File: src/hdl/rational_arith_reduce_defines.svh
// ============================================================================
// rational_arith_reduce assertion macros
// Concurrent assertion shorthands, clocked on clk and held off during reset.
// ============================================================================
`ifndef RATIONAL_ARITH_REDUCE_DEFINES_SVH
`define RATIONAL_ARITH_REDUCE_DEFINES_SVH

`ifndef SYNTHESIS

// same-cycle implication
`define RAR_ASSERT_IMPL(label, ante, cons, msg) \
    label: assert property (@(posedge clk) disable iff (!rst_n) (ante) |-> (cons)) \
        else $error(msg);

// next-cycle implication
`define RAR_ASSERT_NEXT(label, ante, cons, msg) \
    label: assert property (@(posedge clk) disable iff (!rst_n) (ante) |=> (cons)) \
        else $error(msg);

`else

`define RAR_ASSERT_IMPL(label, ante, cons, msg)
`define RAR_ASSERT_NEXT(label, ante, cons, msg)

`endif

`endif

File: src/hdl/rar_pkg.sv
`timescale 1ns / 1ps
// ============================================================================
// rar_pkg
// Shared types and constants of the rational arithmetic reducer.
// ============================================================================
package rar_pkg;

    localparam int FIELD_W           = 16;  // width of each operand field
    localparam int RES_NUM_W         = 33;
    localparam int RES_DEN_W         = 32;
    localparam int OPERAND_WIDTH_DEF = 16;
    localparam int QUEUE_DEPTH       = 2;

    typedef enum logic [1:0] {
        CMD_ADD = 2'd0,
        CMD_SUB = 2'd1,
        CMD_MUL = 2'd2,
        CMD_DIV = 2'd3
    } cmd_t;

    typedef enum logic [2:0] {
        F_IDLE,
        F_MUL0,
        F_MUL1,
        F_MUL2,
        F_SUM,
        F_PUSH
    } front_state_t;

    typedef enum logic [2:0] {
        B_IDLE,
        B_GCD,
        B_DIV,
        B_SIGN,
        B_HOLD
    } back_state_t;

    typedef struct packed {
        logic full;
        logic empty;
    } q_stat_t;

endpackage

File: src/hdl/rar_ifs.sv
`timescale 1ns / 1ps
// ============================================================================
// rar channel interfaces
// Valid/ready channels for operand and result transactions.
// ============================================================================
interface rar_in_if import rar_pkg::*; ();
    logic                      valid;
    logic                      ready;
    logic [1:0]                cmd;
    logic signed [FIELD_W-1:0] a_num;
    logic signed [FIELD_W-1:0] a_den;
    logic signed [FIELD_W-1:0] b_num;
    logic signed [FIELD_W-1:0] b_den;

    modport source (output valid, cmd, a_num, a_den, b_num, b_den, input ready);
    modport sink   (input valid, cmd, a_num, a_den, b_num, b_den, output ready);
endinterface

interface rar_out_if import rar_pkg::*; ();
    logic                        valid;
    logic                        ready;
    logic signed [RES_NUM_W-1:0] res_num;
    logic signed [RES_DEN_W-1:0] res_den;
    logic                        res_valid;

    modport source (output valid, res_num, res_den, res_valid, input ready);
    modport sink   (input valid, res_num, res_den, res_valid, output ready);
endinterface

File: src/hdl/rational_arith_reduce.sv
`timescale 1ns / 1ps
// ============================================================================
// rational_arith_reduce
// Signed fraction add/subtract/multiply/divide with gcd reduction.
// ============================================================================
//
//  Channel   Dir  Handshake     Payload
//  --------  ---  ------------  ------------------------------------------
//  operands  in   valid/ready   cmd, a_num, a_den, b_num, b_den
//  result    out  valid/ready   res_num, res_den, res_valid
//
//  Flow: the front takes one transaction at a time, forming the products on
//  one shared multiplier, and is ready for the next only after it pushes
//  the pair; the back reduces each pair by binary gcd and bit-serial exact
//  division, and leaves a pair with both terms zero unreduced.
//  Reset: asynchronous active-low rst_n clears all control state; no pass.
//  Stalls: two-entry queue between front and back; the result register
//  lets the back go on while a finished result waits on result.ready.
//
module rational_arith_reduce import rar_pkg::*; #(
    parameter int OPERAND_WIDTH = OPERAND_WIDTH_DEF
) (
    input  logic      clk,
    input  logic      rst_n,
    rar_in_if.sink    operands,
    rar_out_if.source result
);

    localparam int DEN_W = 2 * OPERAND_WIDTH;
    localparam int NUM_W = (2 * OPERAND_WIDTH + 1 > 64) ? 64 : 2 * OPERAND_WIDTH + 1;

    q_stat_t                 q_stat;
    logic                    push;
    logic                    pop;
    logic signed [NUM_W-1:0] push_num, head_num;
    logic signed [DEN_W-1:0] push_den, head_den;

    // front: takes transactions, forms raw numerator and denominator
    rar_front #(
        .OPERAND_WIDTH (OPERAND_WIDTH)
    ) u_front (
        .clk      (clk),
        .rst_n    (rst_n),
        .operands (operands),
        .q_stat   (q_stat),
        .push     (push),
        .push_num (push_num),
        .push_den (push_den)
    );

    // queue of raw pairs
    rar_queue #(
        .OPERAND_WIDTH (OPERAND_WIDTH)
    ) u_queue (
        .clk      (clk),
        .rst_n    (rst_n),
        .push     (push),
        .push_num (push_num),
        .push_den (push_den),
        .pop      (pop),
        .head_num (head_num),
        .head_den (head_den),
        .q_stat   (q_stat)
    );

    // back: gcd, exact division, result register
    rar_back #(
        .OPERAND_WIDTH (OPERAND_WIDTH)
    ) u_back (
        .clk      (clk),
        .rst_n    (rst_n),
        .q_stat   (q_stat),
        .head_num (head_num),
        .head_den (head_den),
        .pop      (pop),
        .result   (result)
    );

endmodule

File: src/hdl/rar_front.sv
`timescale 1ns / 1ps
// ============================================================================
// rar_front
// Accepts operand transactions and forms raw cross products on one multiplier.
// ============================================================================
module rar_front import rar_pkg::*; #(
    parameter int OPERAND_WIDTH = OPERAND_WIDTH_DEF,
    localparam int DEN_W = 2 * OPERAND_WIDTH,
    localparam int NUM_W = (2 * OPERAND_WIDTH + 1 > 64) ? 64 : 2 * OPERAND_WIDTH + 1
) (
    input  logic                    clk,
    input  logic                    rst_n,
    rar_in_if.sink                  operands,
    input  q_stat_t                 q_stat,
    output logic                    push,
    output logic signed [NUM_W-1:0] push_num,
    output logic signed [DEN_W-1:0] push_den
);

    front_state_t state_reg, state_next;

    cmd_t                      cmd_reg;
    logic [FIELD_W-1:0]        an_raw_reg, ad_raw_reg, bn_raw_reg, bd_raw_reg;
    logic signed [DEN_W-1:0]   prod_reg, prod_next;
    logic signed [DEN_W-1:0]   den_reg, den_next;
    logic signed [NUM_W-1:0]   num_reg, num_next;

    logic signed [OPERAND_WIDTH-1:0] an_op, ad_op, bn_op, bd_op;
    logic signed [OPERAND_WIDTH-1:0] mul_a, mul_b;
    logic                            take;

    // operand fields read as OPERAND_WIDTH-bit two's complement; wider widths zero-extend the field
    if (OPERAND_WIDTH <= FIELD_W) begin : g_narrow
        assign an_op = an_raw_reg[OPERAND_WIDTH-1:0];
        assign ad_op = ad_raw_reg[OPERAND_WIDTH-1:0];
        assign bn_op = bn_raw_reg[OPERAND_WIDTH-1:0];
        assign bd_op = bd_raw_reg[OPERAND_WIDTH-1:0];
    end else begin : g_wide
        assign an_op = {{(OPERAND_WIDTH - FIELD_W){1'b0}}, an_raw_reg};
        assign ad_op = {{(OPERAND_WIDTH - FIELD_W){1'b0}}, ad_raw_reg};
        assign bn_op = {{(OPERAND_WIDTH - FIELD_W){1'b0}}, bn_raw_reg};
        assign bd_op = {{(OPERAND_WIDTH - FIELD_W){1'b0}}, bd_raw_reg};
    end

    assign operands.ready = (state_reg == F_IDLE);
    assign take           = operands.valid && operands.ready;
    assign push_num       = num_reg;
    assign push_den       = den_reg;

    always_ff @(posedge clk or negedge rst_n)
    begin
        if (!rst_n)
        begin
            state_reg <= F_IDLE;
        end
        else
        begin
            state_reg <= state_next;
        end
    end

    always_ff @(posedge clk)
    begin
        if (take)
        begin
            cmd_reg    <= cmd_t'(operands.cmd);
            an_raw_reg <= operands.a_num;
            ad_raw_reg <= operands.a_den;
            bn_raw_reg <= operands.b_num;
            bd_raw_reg <= operands.b_den;
        end
        prod_reg <= prod_next;
        den_reg  <= den_next;
        num_reg  <= num_next;
    end

    // schedule: denominator product, first numerator product, second
    // numerator product and their sum or difference (add/subtract only), then the push
    always_comb
    begin
        state_next = state_reg;
        mul_a      = ad_op;
        mul_b      = bd_op;
        den_next   = den_reg;
        num_next   = num_reg;
        push       = 1'b0;

        unique case (state_reg)
            F_IDLE:
            begin
                if (take)
                begin
                    state_next = F_MUL0;
                end
            end
            F_MUL0:
            begin
                mul_a      = ad_op;
                mul_b      = (cmd_reg == CMD_DIV) ? bn_op : bd_op;
                state_next = F_MUL1;
            end
            F_MUL1:
            begin
                den_next   = prod_reg;
                mul_a      = an_op;
                mul_b      = (cmd_reg == CMD_MUL) ? bn_op : bd_op;
                state_next = F_MUL2;
            end
            F_MUL2:
            begin
                num_next = NUM_W'(prod_reg);
                mul_a    = ad_op;
                mul_b    = bn_op;
                if (cmd_reg == CMD_ADD || cmd_reg == CMD_SUB)
                begin
                    state_next = F_SUM;
                end
                else
                begin
                    state_next = F_PUSH;
                end
            end
            F_SUM:
            begin
                if (cmd_reg == CMD_SUB)
                begin
                    num_next = num_reg - NUM_W'(prod_reg);
                end
                else
                begin
                    num_next = num_reg + NUM_W'(prod_reg);
                end
                state_next = F_PUSH;
            end
            F_PUSH:
            begin
                if (!q_stat.full)
                begin
                    push       = 1'b1;
                    state_next = F_IDLE;
                end
            end
            default:
            begin
                state_next = F_IDLE;
            end
        endcase

        prod_next = mul_a * mul_b;
    end

endmodule

File: src/hdl/rar_queue.sv
`timescale 1ns / 1ps
// ============================================================================
// rar_queue
// Short FIFO of raw numerator/denominator pairs between front and back.
// ============================================================================
module rar_queue import rar_pkg::*; #(
    parameter int OPERAND_WIDTH = OPERAND_WIDTH_DEF,
    localparam int DEN_W = 2 * OPERAND_WIDTH,
    localparam int NUM_W = (2 * OPERAND_WIDTH + 1 > 64) ? 64 : 2 * OPERAND_WIDTH + 1
) (
    input  logic                    clk,
    input  logic                    rst_n,
    input  logic                    push,
    input  logic signed [NUM_W-1:0] push_num,
    input  logic signed [DEN_W-1:0] push_den,
    input  logic                    pop,
    output logic signed [NUM_W-1:0] head_num,
    output logic signed [DEN_W-1:0] head_den,
    output q_stat_t                 q_stat
);

    localparam int PTR_W = (QUEUE_DEPTH > 1) ? $clog2(QUEUE_DEPTH) : 1;
    localparam int CNT_W = $clog2(QUEUE_DEPTH + 1);

    logic signed [NUM_W-1:0] num_mem [QUEUE_DEPTH];
    logic signed [DEN_W-1:0] den_mem [QUEUE_DEPTH];

    logic [PTR_W-1:0] wr_ptr_reg, wr_ptr_next;
    logic [PTR_W-1:0] rd_ptr_reg, rd_ptr_next;
    logic [CNT_W-1:0] count_reg, count_next;

    assign head_num     = num_mem[rd_ptr_reg];
    assign head_den     = den_mem[rd_ptr_reg];
    assign q_stat.full  = (count_reg == CNT_W'(QUEUE_DEPTH));
    assign q_stat.empty = (count_reg == '0);

    always_comb
    begin
        wr_ptr_next = wr_ptr_reg;
        rd_ptr_next = rd_ptr_reg;
        count_next  = count_reg;
        if (push)
        begin
            wr_ptr_next = (wr_ptr_reg == PTR_W'(QUEUE_DEPTH - 1)) ? '0 : wr_ptr_reg + 1'b1;
        end
        if (pop)
        begin
            rd_ptr_next = (rd_ptr_reg == PTR_W'(QUEUE_DEPTH - 1)) ? '0 : rd_ptr_reg + 1'b1;
        end
        if (push && !pop)
        begin
            count_next = count_reg + 1'b1;
        end
        else if (pop && !push)
        begin
            count_next = count_reg - 1'b1;
        end
    end

    always_ff @(posedge clk or negedge rst_n)
    begin
        if (!rst_n)
        begin
            wr_ptr_reg <= '0;
            rd_ptr_reg <= '0;
            count_reg  <= '0;
        end
        else
        begin
            wr_ptr_reg <= wr_ptr_next;
            rd_ptr_reg <= rd_ptr_next;
            count_reg  <= count_next;
        end
    end

    always_ff @(posedge clk)
    begin
        if (push)
        begin
            num_mem[wr_ptr_reg] <= push_num;
            den_mem[wr_ptr_reg] <= push_den;
        end
    end

endmodule

File: src/hdl/rar_back.sv
`timescale 1ns / 1ps
// ============================================================================
// rar_back
// Binary gcd, bit-serial exact division and the result register.
// ============================================================================
`include "rational_arith_reduce_defines.svh"

module rar_back import rar_pkg::*; #(
    parameter int OPERAND_WIDTH = OPERAND_WIDTH_DEF,
    localparam int DEN_W = 2 * OPERAND_WIDTH,
    localparam int NUM_W = (2 * OPERAND_WIDTH + 1 > 64) ? 64 : 2 * OPERAND_WIDTH + 1
) (
    input  logic                    clk,
    input  logic                    rst_n,
    input  q_stat_t                 q_stat,
    input  logic signed [NUM_W-1:0] head_num,
    input  logic signed [DEN_W-1:0] head_den,
    output logic                    pop,
    rar_out_if.source               result
);

    localparam int K_W = $clog2(NUM_W);

    back_state_t state_reg, state_next;

    // fraction being reduced; holds the signed result once done
    logic signed [NUM_W-1:0] val_num_reg, val_num_next;
    logic signed [DEN_W-1:0] val_den_reg, val_den_next;

    // gcd operands and common power of two
    logic [NUM_W-1:0] x_reg, x_next;
    logic [NUM_W-1:0] y_reg, y_next;
    logic [K_W-1:0]   k_reg, k_next;
    logic [NUM_W-1:0] g_reg, g_next;

    // divider lanes (numerator, denominator) sharing divisor g
    logic [NUM_W-1:0] qn_reg, qn_next, rn_reg, rn_next;
    logic [NUM_W-1:0] qd_reg, qd_next, rd_reg, rd_next;
    logic [K_W-1:0]   cnt_reg, cnt_next;

    logic                        out_valid_reg, out_valid_next;
    logic signed [RES_NUM_W-1:0] res_num_reg, res_num_next;
    logic signed [RES_DEN_W-1:0] res_den_reg, res_den_next;
    logic                        res_flag_reg, res_flag_next;

    logic [NUM_W-1:0] mag_num, mag_den;
    logic [NUM_W:0]   sh_n, sh_d, dif_n, dif_d;
    logic [NUM_W-1:0] x_minus_y, y_minus_x;
    logic             x_ge_y;
    logic             out_free;

    assign mag_num = val_num_reg[NUM_W-1] ? NUM_W'(-val_num_reg) : NUM_W'(val_num_reg);
    assign mag_den = val_den_reg[DEN_W-1] ? NUM_W'(DEN_W'(-val_den_reg))
                                          : NUM_W'(DEN_W'(val_den_reg));

    assign x_ge_y    = (x_reg >= y_reg);
    assign x_minus_y = x_reg - y_reg;
    assign y_minus_x = y_reg - x_reg;

    // restoring division step: shift in the next dividend bit, try subtracting
    assign sh_n  = {rn_reg, qn_reg[NUM_W-1]};
    assign sh_d  = {rd_reg, qd_reg[NUM_W-1]};
    assign dif_n = sh_n - {1'b0, g_reg};
    assign dif_d = sh_d - {1'b0, g_reg};

    assign out_free         = !out_valid_reg || result.ready;
    assign result.valid     = out_valid_reg;
    assign result.res_num   = res_num_reg;
    assign result.res_den   = res_den_reg;
    assign result.res_valid = res_flag_reg;

    always_comb
    begin
        state_next     = state_reg;
        val_num_next   = val_num_reg;
        val_den_next   = val_den_reg;
        x_next         = x_reg;
        y_next         = y_reg;
        k_next         = k_reg;
        g_next         = g_reg;
        qn_next        = qn_reg;
        rn_next        = rn_reg;
        qd_next        = qd_reg;
        rd_next        = rd_reg;
        cnt_next       = cnt_reg;
        out_valid_next = out_valid_reg && !result.ready;
        res_num_next   = res_num_reg;
        res_den_next   = res_den_reg;
        res_flag_next  = res_flag_reg;
        pop            = 1'b0;

        unique case (state_reg)
            B_IDLE:
            begin
                if (!q_stat.empty)
                begin
                    pop          = 1'b1;
                    val_num_next = head_num;
                    val_den_next = head_den;
                    state_next   = B_GCD;
                end
            end
            B_GCD:
            begin
                // first cycle loads magnitudes: k is zero and x, y come fresh
                if (cnt_reg == '0 && k_reg == '0 && x_reg == '0 && y_reg == '0)
                begin
                    x_next   = mag_num;
                    y_next   = mag_den;
                    cnt_next = K_W'(1);
                    if (mag_num == '0 && mag_den == '0)
                    begin
                        // both terms zero: no reduction
                        cnt_next   = '0;
                        state_next = B_HOLD;
                    end
                end
                else if (x_reg == '0 || y_reg == '0)
                begin
                    g_next     = (x_reg | y_reg) << k_reg;
                    qn_next    = mag_num;
                    qd_next    = mag_den;
                    rn_next    = '0;
                    rd_next    = '0;
                    cnt_next   = '0;
                    x_next     = '0;
                    y_next     = '0;
                    k_next     = '0;
                    state_next = B_DIV;
                end
                else if (!x_reg[0] && !y_reg[0])
                begin
                    x_next = x_reg >> 1;
                    y_next = y_reg >> 1;
                    k_next = k_reg + 1'b1;
                end
                else if (!x_reg[0])
                begin
                    x_next = x_reg >> 1;
                end
                else if (!y_reg[0])
                begin
                    y_next = y_reg >> 1;
                end
                else if (x_ge_y)
                begin
                    x_next = x_minus_y;
                end
                else
                begin
                    y_next = y_minus_x;
                end
            end
            B_DIV:
            begin
                if (!dif_n[NUM_W])
                begin
                    rn_next = dif_n[NUM_W-1:0];
                    qn_next = {qn_reg[NUM_W-2:0], 1'b1};
                end
                else
                begin
                    rn_next = sh_n[NUM_W-1:0];
                    qn_next = {qn_reg[NUM_W-2:0], 1'b0};
                end
                if (!dif_d[NUM_W])
                begin
                    rd_next = dif_d[NUM_W-1:0];
                    qd_next = {qd_reg[NUM_W-2:0], 1'b1};
                end
                else
                begin
                    rd_next = sh_d[NUM_W-1:0];
                    qd_next = {qd_reg[NUM_W-2:0], 1'b0};
                end
                if (cnt_reg == K_W'(NUM_W - 1))
                begin
                    cnt_next   = '0;
                    state_next = B_SIGN;
                end
                else
                begin
                    cnt_next = cnt_reg + 1'b1;
                end
            end
            B_SIGN:
            begin
                val_num_next = val_num_reg[NUM_W-1] ? -qn_reg : qn_reg;
                val_den_next = val_den_reg[DEN_W-1] ? -DEN_W'(qd_reg) : DEN_W'(qd_reg);
                state_next   = B_HOLD;
            end
            B_HOLD:
            begin
                if (out_free)
                begin
                    out_valid_next = 1'b1;
                    res_num_next   = RES_NUM_W'(val_num_reg);
                    res_den_next   = RES_DEN_W'(val_den_reg);
                    res_flag_next  = (RES_DEN_W'(val_den_reg) != '0);
                    state_next     = B_IDLE;
                end
            end
            default:
            begin
                state_next = B_IDLE;
            end
        endcase
    end

    always_ff @(posedge clk or negedge rst_n)
    begin
        if (!rst_n)
        begin
            state_reg     <= B_IDLE;
            out_valid_reg <= 1'b0;
            x_reg         <= '0;
            y_reg         <= '0;
            k_reg         <= '0;
            cnt_reg       <= '0;
        end
        else
        begin
            state_reg     <= state_next;
            out_valid_reg <= out_valid_next;
            x_reg         <= x_next;
            y_reg         <= y_next;
            k_reg         <= k_next;
            cnt_reg       <= cnt_next;
        end
    end

    always_ff @(posedge clk)
    begin
        val_num_reg  <= val_num_next;
        val_den_reg  <= val_den_next;
        g_reg        <= g_next;
        qn_reg       <= qn_next;
        rn_reg       <= rn_next;
        qd_reg       <= qd_next;
        rd_reg       <= rd_next;
        res_num_reg  <= res_num_next;
        res_den_reg  <= res_den_next;
        res_flag_reg <= res_flag_next;
    end

    `RAR_ASSERT_IMPL(a_div_nonzero, state_reg == B_DIV, g_reg != '0, "gcd zero in division")
    `RAR_ASSERT_IMPL(a_rem_bound, state_reg == B_DIV, rn_reg < g_reg && rd_reg < g_reg, "remainder not below divisor")
    `RAR_ASSERT_IMPL(a_pop_nonempty, pop, !q_stat.empty, "pop from empty queue")
    `RAR_ASSERT_NEXT(a_hold_loads, state_reg == B_HOLD && out_free, out_valid_reg, "result not presented")

endmodule
File: src/flat_wrapper.sv
// flat-port wrapper written by rule: the top's interface ports become plain ports
module rational_arith_reduce_flat import rar_pkg::*;
#(
    parameter int OPERAND_WIDTH = OPERAND_WIDTH_DEF
)
  (clk, rst_n, operands_valid, operands_cmd, operands_a_num, operands_a_den, operands_b_num, operands_b_den, operands_ready, result_valid, result_res_num, result_res_den, result_res_valid, result_ready);
  rar_in_if operands_i ();
  rar_out_if result_i ();
  input  logic clk;
  input  logic rst_n;
  input wire logic [$bits(operands_i.valid)-1:0] operands_valid;
  input wire logic [$bits(operands_i.cmd)-1:0] operands_cmd;
  input wire logic [$bits(operands_i.a_num)-1:0] operands_a_num;
  input wire logic [$bits(operands_i.a_den)-1:0] operands_a_den;
  input wire logic [$bits(operands_i.b_num)-1:0] operands_b_num;
  input wire logic [$bits(operands_i.b_den)-1:0] operands_b_den;
  output wire logic [$bits(operands_i.ready)-1:0] operands_ready;
  output wire logic [$bits(result_i.valid)-1:0] result_valid;
  output wire logic [$bits(result_i.res_num)-1:0] result_res_num;
  output wire logic [$bits(result_i.res_den)-1:0] result_res_den;
  output wire logic [$bits(result_i.res_valid)-1:0] result_res_valid;
  input wire logic [$bits(result_i.ready)-1:0] result_ready;
  assign operands_i.valid = operands_valid;
  assign operands_i.cmd = operands_cmd;
  assign operands_i.a_num = operands_a_num;
  assign operands_i.a_den = operands_a_den;
  assign operands_i.b_num = operands_b_num;
  assign operands_i.b_den = operands_b_den;
  assign operands_ready = operands_i.ready;
  assign result_valid = result_i.valid;
  assign result_res_num = result_i.res_num;
  assign result_res_den = result_i.res_den;
  assign result_res_valid = result_i.res_valid;
  assign result_i.ready = result_ready;
  rational_arith_reduce #(.OPERAND_WIDTH(OPERAND_WIDTH)) u_core (.clk(clk), .rst_n(rst_n), .operands(operands_i), .result(result_i));
endmodule
File: config.mk
export PLATFORM = sky130hd
export DESIGN_NAME = rational_arith_reduce_flat
export DESIGN_NICKNAME = d
export VERILOG_FILES = /design/src/hdl/rar_pkg.sv /design/src/hdl/rar_ifs.sv /design/src/hdl/rational_arith_reduce.sv /design/src/hdl/rar_front.sv /design/src/hdl/rar_queue.sv /design/src/hdl/rar_back.sv /design/src/flat_wrapper.sv
export VERILOG_INCLUDE_DIRS = /design/src /design/src/hdl
export SDC_FILE = /design/constraint.sdc
export NUM_CORES = 2
export LEC_CHECK = 0
export BUFFER_PORTS_ARGS = -buffer_cell sky130_fd_sc_hd__buf_2
export CAP_MARGIN = 20
export CORE_ASPECT_RATIO = 0.5
export CORE_MARGIN = 8
export CORE_UTILIZATION = 40
export CTS_BUF_LIST = sky130_fd_sc_hd__clkbuf_16
export DETAILED_ROUTE_END_ITERATION = 8
export PLACE_DENSITY = 0.52
export REMOVE_ABC_BUFFERS = 1
export SYNTH_ARGS = -nofsm -noshare
export SYNTH_HDL_FRONTEND = slang
export SYNTH_SLANG_ARGS = --single-unit
export TNS_END_PERCENT = 1
File: constraint.sdc
create_clock -name clk -period 18.9 [get_ports clk]
set_input_delay 0.945 -clock clk [delete_from_list [all_inputs] [get_ports clk]]
set_output_delay 0.945 -clock clk [all_outputs]
set_load 0.03 [all_outputs]
* After elaboration in Yosys (flattened, before gate mapping)
Memory sizes are Yosys's and may differ from the RTL's.
Cells that the tools add are included.
** Storage, ports and cells
- Memory bits (read-only) :: 0
- Memories kept :: 2
- Register bits after elaboration :: 548
- RAM bits :: 130
- Latch bits :: 0
- Input bits :: 70
** Operators by class
- Shift operators :: 1
- Eq/ne operators :: 26
- Muxes and demuxes :: 70
- Div/mod/pow operators :: 0
- $mul :: 1
- Bitwise operators :: 2
- $add $sub $neg :: 16
- Order comparisons :: 1
- Reduce and logical (&&, ||, !) cells :: 46
** Memories
- u_core.u_queue.num_mem :: words 2, width 33, read ports 1, clocked after memory_dff 0, write ports 1, RTL line rar_queue.sv:25 : logic signed [NUM_W-1:0] num_mem [QUEUE_DEPTH];
- u_core.u_queue.den_mem :: words 2, width 32, read ports 1, clocked after memory_dff 0, write ports 1, RTL line rar_queue.sv:26 : logic signed [DEN_W-1:0] den_mem [QUEUE_DEPTH];
** Operators by type and width (number)
- $mux 33 :: 25
- $pmux 33 s2 :: 6
- $logic_not 33->1 :: 4
- $sub 34x33->34 :: 2
- $neg 33->33 :: 2
- $sub 33x33->33 :: 2
- $mux 32 :: 2
- $neg 32->32 :: 2
- $pmux 32 s2 :: 1
- $mux 16 :: 3
- $pmux 16 s3 :: 1
- $add 33x32->33 :: 1
- $ge 33x33->1 :: 1
- $or 33x33->33 :: 1
- $shl 33x6->33 :: 1
- $sub 33x32->33 :: 1
- $mul 16x16->32 :: 1
- $reduce_bool 32->1 :: 1
- $mux 6 :: 5
- $mux 3 :: 8
- $pmux 3 s6 :: 1
- $pmux 3 s5 :: 1
- $reduce_and 3->1 :: 5
- $mux 1 :: 14
- other kinds (28) :: 72

* Longest topological paths before layout
- Depth after elaboration :: 7
- Mapped depth :: 32
- Gate-level depth less buffers :: 29

* Modules after synthesis
From an unflattened synthesis, not the netlist that was laid out.
** Second synthesis, totals
- Cell total of the unflattened synthesis :: 5073
- Area total of the unflattened synthesis :: 50255.7 um2
** By module, submodules not included
- rar_back :: times used 1, cells an instance 3139, area each 27765.4 um2
- rar_front :: times used 1, cells an instance 1716, area each 17451.7 um2
- rar_queue :: times used 1, cells an instance 218, area each 5038.6 um2

* Worst setup path before layout
OpenSTA, ideal clock, no wires.
- Path kind :: register to register
- Start :: register u_core.u_back.k_reg[0]
- End :: register u_core.u_back.qd_reg[0] (enable)
- Buffers on the path :: 4
- Cell stages (with the launch flop) :: 10
- Path slack :: 9811 ps
- Data arrival time :: 8422 ps
- Cells stage by stage :: dfrtp_1 clkbuf_1 inv_1 clkbuf_1 clkbuf_1 ha_1 nor4bb_1 and3_1 clkbuf_1 a21oi_1
** Between the ends
- Cells in the longest elaborated chain, start to end :: 6
** RTL lines
- start, declared :: RTL line rar_back.sv:33 : logic [K_W-1:0] k_reg, k_next;
- start signal, assigned :: RTL line rar_back.sv:227 : k_reg <= k_next;
- $logic_not 6->1 :: RTL line rar_back.sv:106 : if (cnt_reg == '0 && k_reg == '0 && x_reg == '0 && y_reg == '0)
- $logic_and 1x1->1 (3 in series) :: RTL line rar_back.sv:106
- $ne 2x2->1 (no source line)
- $reduce_and 3->1 (no source line)
- end signal, assigned :: RTL line rar_back.sv:239 : qd_reg <= qd_next;
- end, declared :: RTL line rar_back.sv:38 : logic [NUM_W-1:0] qd_reg, qd_next, rd_reg, rd_next;
No other way between the ends.
A chain may end at the register's enable or synchronous reset.

* Final worst setup path
- Start :: register u_core.u_front.state_reg[2]
- End :: register u_core.u_front.prod_reg[30]
** Between the ends
- Cells in the longest elaborated chain, start to end :: 3
** RTL lines
- start, declared :: RTL line rar_front.sv:20 : front_state_t state_reg, state_next;
- start signal, assigned :: RTL line rar_front.sv:58 : state_reg <= state_next;
- $eq 3x2->1 / $eq 3x1->1 (equally long branches) :: RTL line rar_front.sv:88 : unique case (state_reg)
- $pmux 16 s3 / $mux 16 (equally long branches) :: RTL line rar_front.sv:88
- $mul 16x16->32 (*) :: RTL line rar_front.sv:149 : prod_next = mul_a * mul_b;
- net u_core.u_front.prod_next[30] :: RTL line rar_front.sv:24 : logic signed [DEN_W-1:0] prod_reg, prod_next;
- end signal, assigned :: RTL line rar_front.sv:72 : prod_reg <= prod_next;
- end, declared :: RTL line rar_front.sv:24
The timed path passes the listed nets; every way through them passes the cells marked *.

==> flow_summary.ini <==
[timing]
slew_headroom = 0.284
fin_worst_skew_ps = 33.0
hold_viol_final = 0
fin_setup_tns_ps = 0
worst_pin_slew_ps = 1060
drv_slew = 0
fmax_ghz = 0.120
rsz0062_at_grt = false
setup-violations-final = 0
post-route-period-util = 0.442
period_minus_slack_ps = 8350

[global_route]
grt_overflow = 0
antenna_found_initial = 2
grt_max_degree = 71
first_global_vias = 36500
grt_use_total = 0.202
grt_pass1_wl_mm = 218

[clocking]
cts_hold_buf = 0
clk_latency_ps = 670
clk_pin_slew_ps = 70
cts_tree = done
clkSinkCount = 678
cts.repair.resized = 0
numCtsBuffers = 72
cts.path.max_buffers = 3
postCtsSetupBuffers = 0
htree_levels = 3
cts-root-buf = clkbuf_16

[synth]
ys.flop_type = edfxtp_1
ys_seq_area_frac = 0.396
synth_seq_cells = 678
synth_edf_count = 557
yosys_warnings = 0
syn_area_per_cell_sq_um = 9.93
yosys.cell_types.count = 74
yosys.area.top_type = edfxtp_1
synthesis.area_sq_mm = 0.0495
synthCells = 4985
ys_async_sr_fraction = 0.131
yosys.area.top_type_share = 0.338
synthTopCellsByArea = edfxtp_1, fa_1, ha_1, dfrtp_1, a21oi_1

[route]
route.detailed.wl_per_inst_microns = 20.8
drt.antenna.violating_nets = 0
routed_via_density = 5.39
dr.pass1.iters = 5
vias = 36600
initialDrtViolationCount = 2703
drt-total-wl_mm = 141
drcViolationCount = 0

[floorplanning]
rows = 91
core_area_sq_mm = 0.123
die_y_microns = 265
dieArea_sq_mm = 0.136
dieWidth_microns = 514
start_util = 0.402
pin_count = 138

[worst_setup_path]
slowest_stage = mux2i_1
crit_required_ps = 19490
critPathMaxFanout = 33
cp_slowest_stage_delay_ps = 870
worstRegToRegCells = 27
endpoint_kind = register
start_kind = register
crit_type = reg2reg
crit_top_cell = fa_1
crit_cells = 27
cp_top_family = adder cells
cp.buffers_inverters = 6
cp.arrival_ps = 8940

[place]
hpwl_mm = 109
place.gp.congestion = 0.924
portBuffers = 137

[layout]
num-nets-final = 5671
layout-drive-gt1-share = 0.0805
area.growth.synth_to_final_pct = 10.3
antennaDiodeCount = 0
largest_register_ff_count = 66
top_register = u_core.u_queue.num_mem
top_regs = u_core.u_queue.num_mem (66), u_core.u_queue.den_mem (64)

[run_status]
status = finished, final reports clean

[job]
drv_cap = 0

[hold_path]
hp-class = in2async
[area by class of cell]
| type | count | area (sq um) |
|---|---|---|
| inverter | 483 | 1810 |
| clock buffer | 73 | 1830 |
| timing repair buffer | 193 | 1110 |
| tap | 1674 | 2090 |
| multi-input combinational | 3616 | 27500 |
| sequential | 678 | 19600 |
| clock inverter | 61 | 722 |
| fill | 11800 | 68500 |
[cell usage in the layout, fill, tap and decap left out, drive strengths merged, types with 193 or more instances in the layout]
cell type,netlist,layout
nor2,523,523
buf,24,193
nand2,420,420
a21oi,395,395
edfxtp,557,557
xnor2,207,207
o21ai,289,289
ha,290,290
inv,482,502
fa,267,267
[cells in the mapped netlist (35+ instances only)]
master    number
edfxtp_1     557
nor2_1       523
inv_1        482
nand2_1      420
a21oi_1      395
ha_1         290
o21ai_0      288
fa_1         267
xnor2_1      207
clkbuf_1     184
mux2i_1      162
xor2_1       131
dfrtp_1       89
a211oi_1      80
nor3_1        79
a21o_1        74
o31ai_1       68
nand3_1       67
nor2b_1       43
or3_1         38
nand2b_1      37
nor4_1        35
[path summary, 6_finish.rpt]
path	start	end	slack, ps
worst max-delay path	u_core.u_front.state_reg[2]$_DFFE_PN0P_	u_core.u_front.prod_reg[30]$_DFF_P_	10550
min in group clk	u_core.u_front.push_den[19]$_DFFE_PP_	u_core.u_queue.den_mem[1][19]$_DFFE_PP_	440
worst min-delay path	rst_n	u_core.u_back.x_reg[30]$_DFFE_PN0P_	220
worst max register to register	u_core.u_front.state_reg[2]$_DFFE_PN0P_	u_core.u_front.prod_reg[30]$_DFF_P_	10550
max in group asynchronous	rst_n	u_core.u_back.k_reg[1]$_DFFE_PN0P_	17230
worst min register to register	u_core.u_front.push_den[19]$_DFFE_PP_	u_core.u_queue.den_mem[1][19]$_DFFE_PP_	440
[metal layers]
metal	vias to the layer above	GRT usage	share of wire
met5	-	0	0
met4	0	0.0572	0.029
met3	192	0.0289	0.046
met2	823	0.343	0.47
met1	18000	0.271	0.45
li1	17600	-	-
[per-stage QoR]
step           hold slack (ps)  cells   util  instance area [sq um]  setup WS, ps
2_1_floorplan              421   4777      -                  48700          8450
3_3_place_gp               428   6644  0.423                  52100         10670
3_5_place_dp               430   6644  0.423                  52100         10530
4_1_cts                    180   6778  0.444                  54600         10500
5_1_grt                    206   6778  0.444                  54600          9930
6_report                   220   6778  0.444                  54600         10550
[cells by family (layout without fill, tap and decap cells)]
| logic type | after synthesis | count (layout) | synth area share |
|---|---|---|---|
| AOI/OAI and AO/OA | 1125 | 1125 | 0.138 |
| xor gates and xnor gates | 338 | 338 | 0.0598 |
| adders and majority gates | 557 | 557 | 0.181 |
| buffers and inverters | 691 | 810 | 0.0526 |
| DFF | 678 | 678 | 0.396 |
| muxes | 209 | 209 | 0.0464 |
| and+or+nand+nor | 1387 | 1387 | 0.126 |
Power is left out: the tool's default activity adds up to more than one toggle a clock period on the data nets, which glitch-free logic cannot reach.
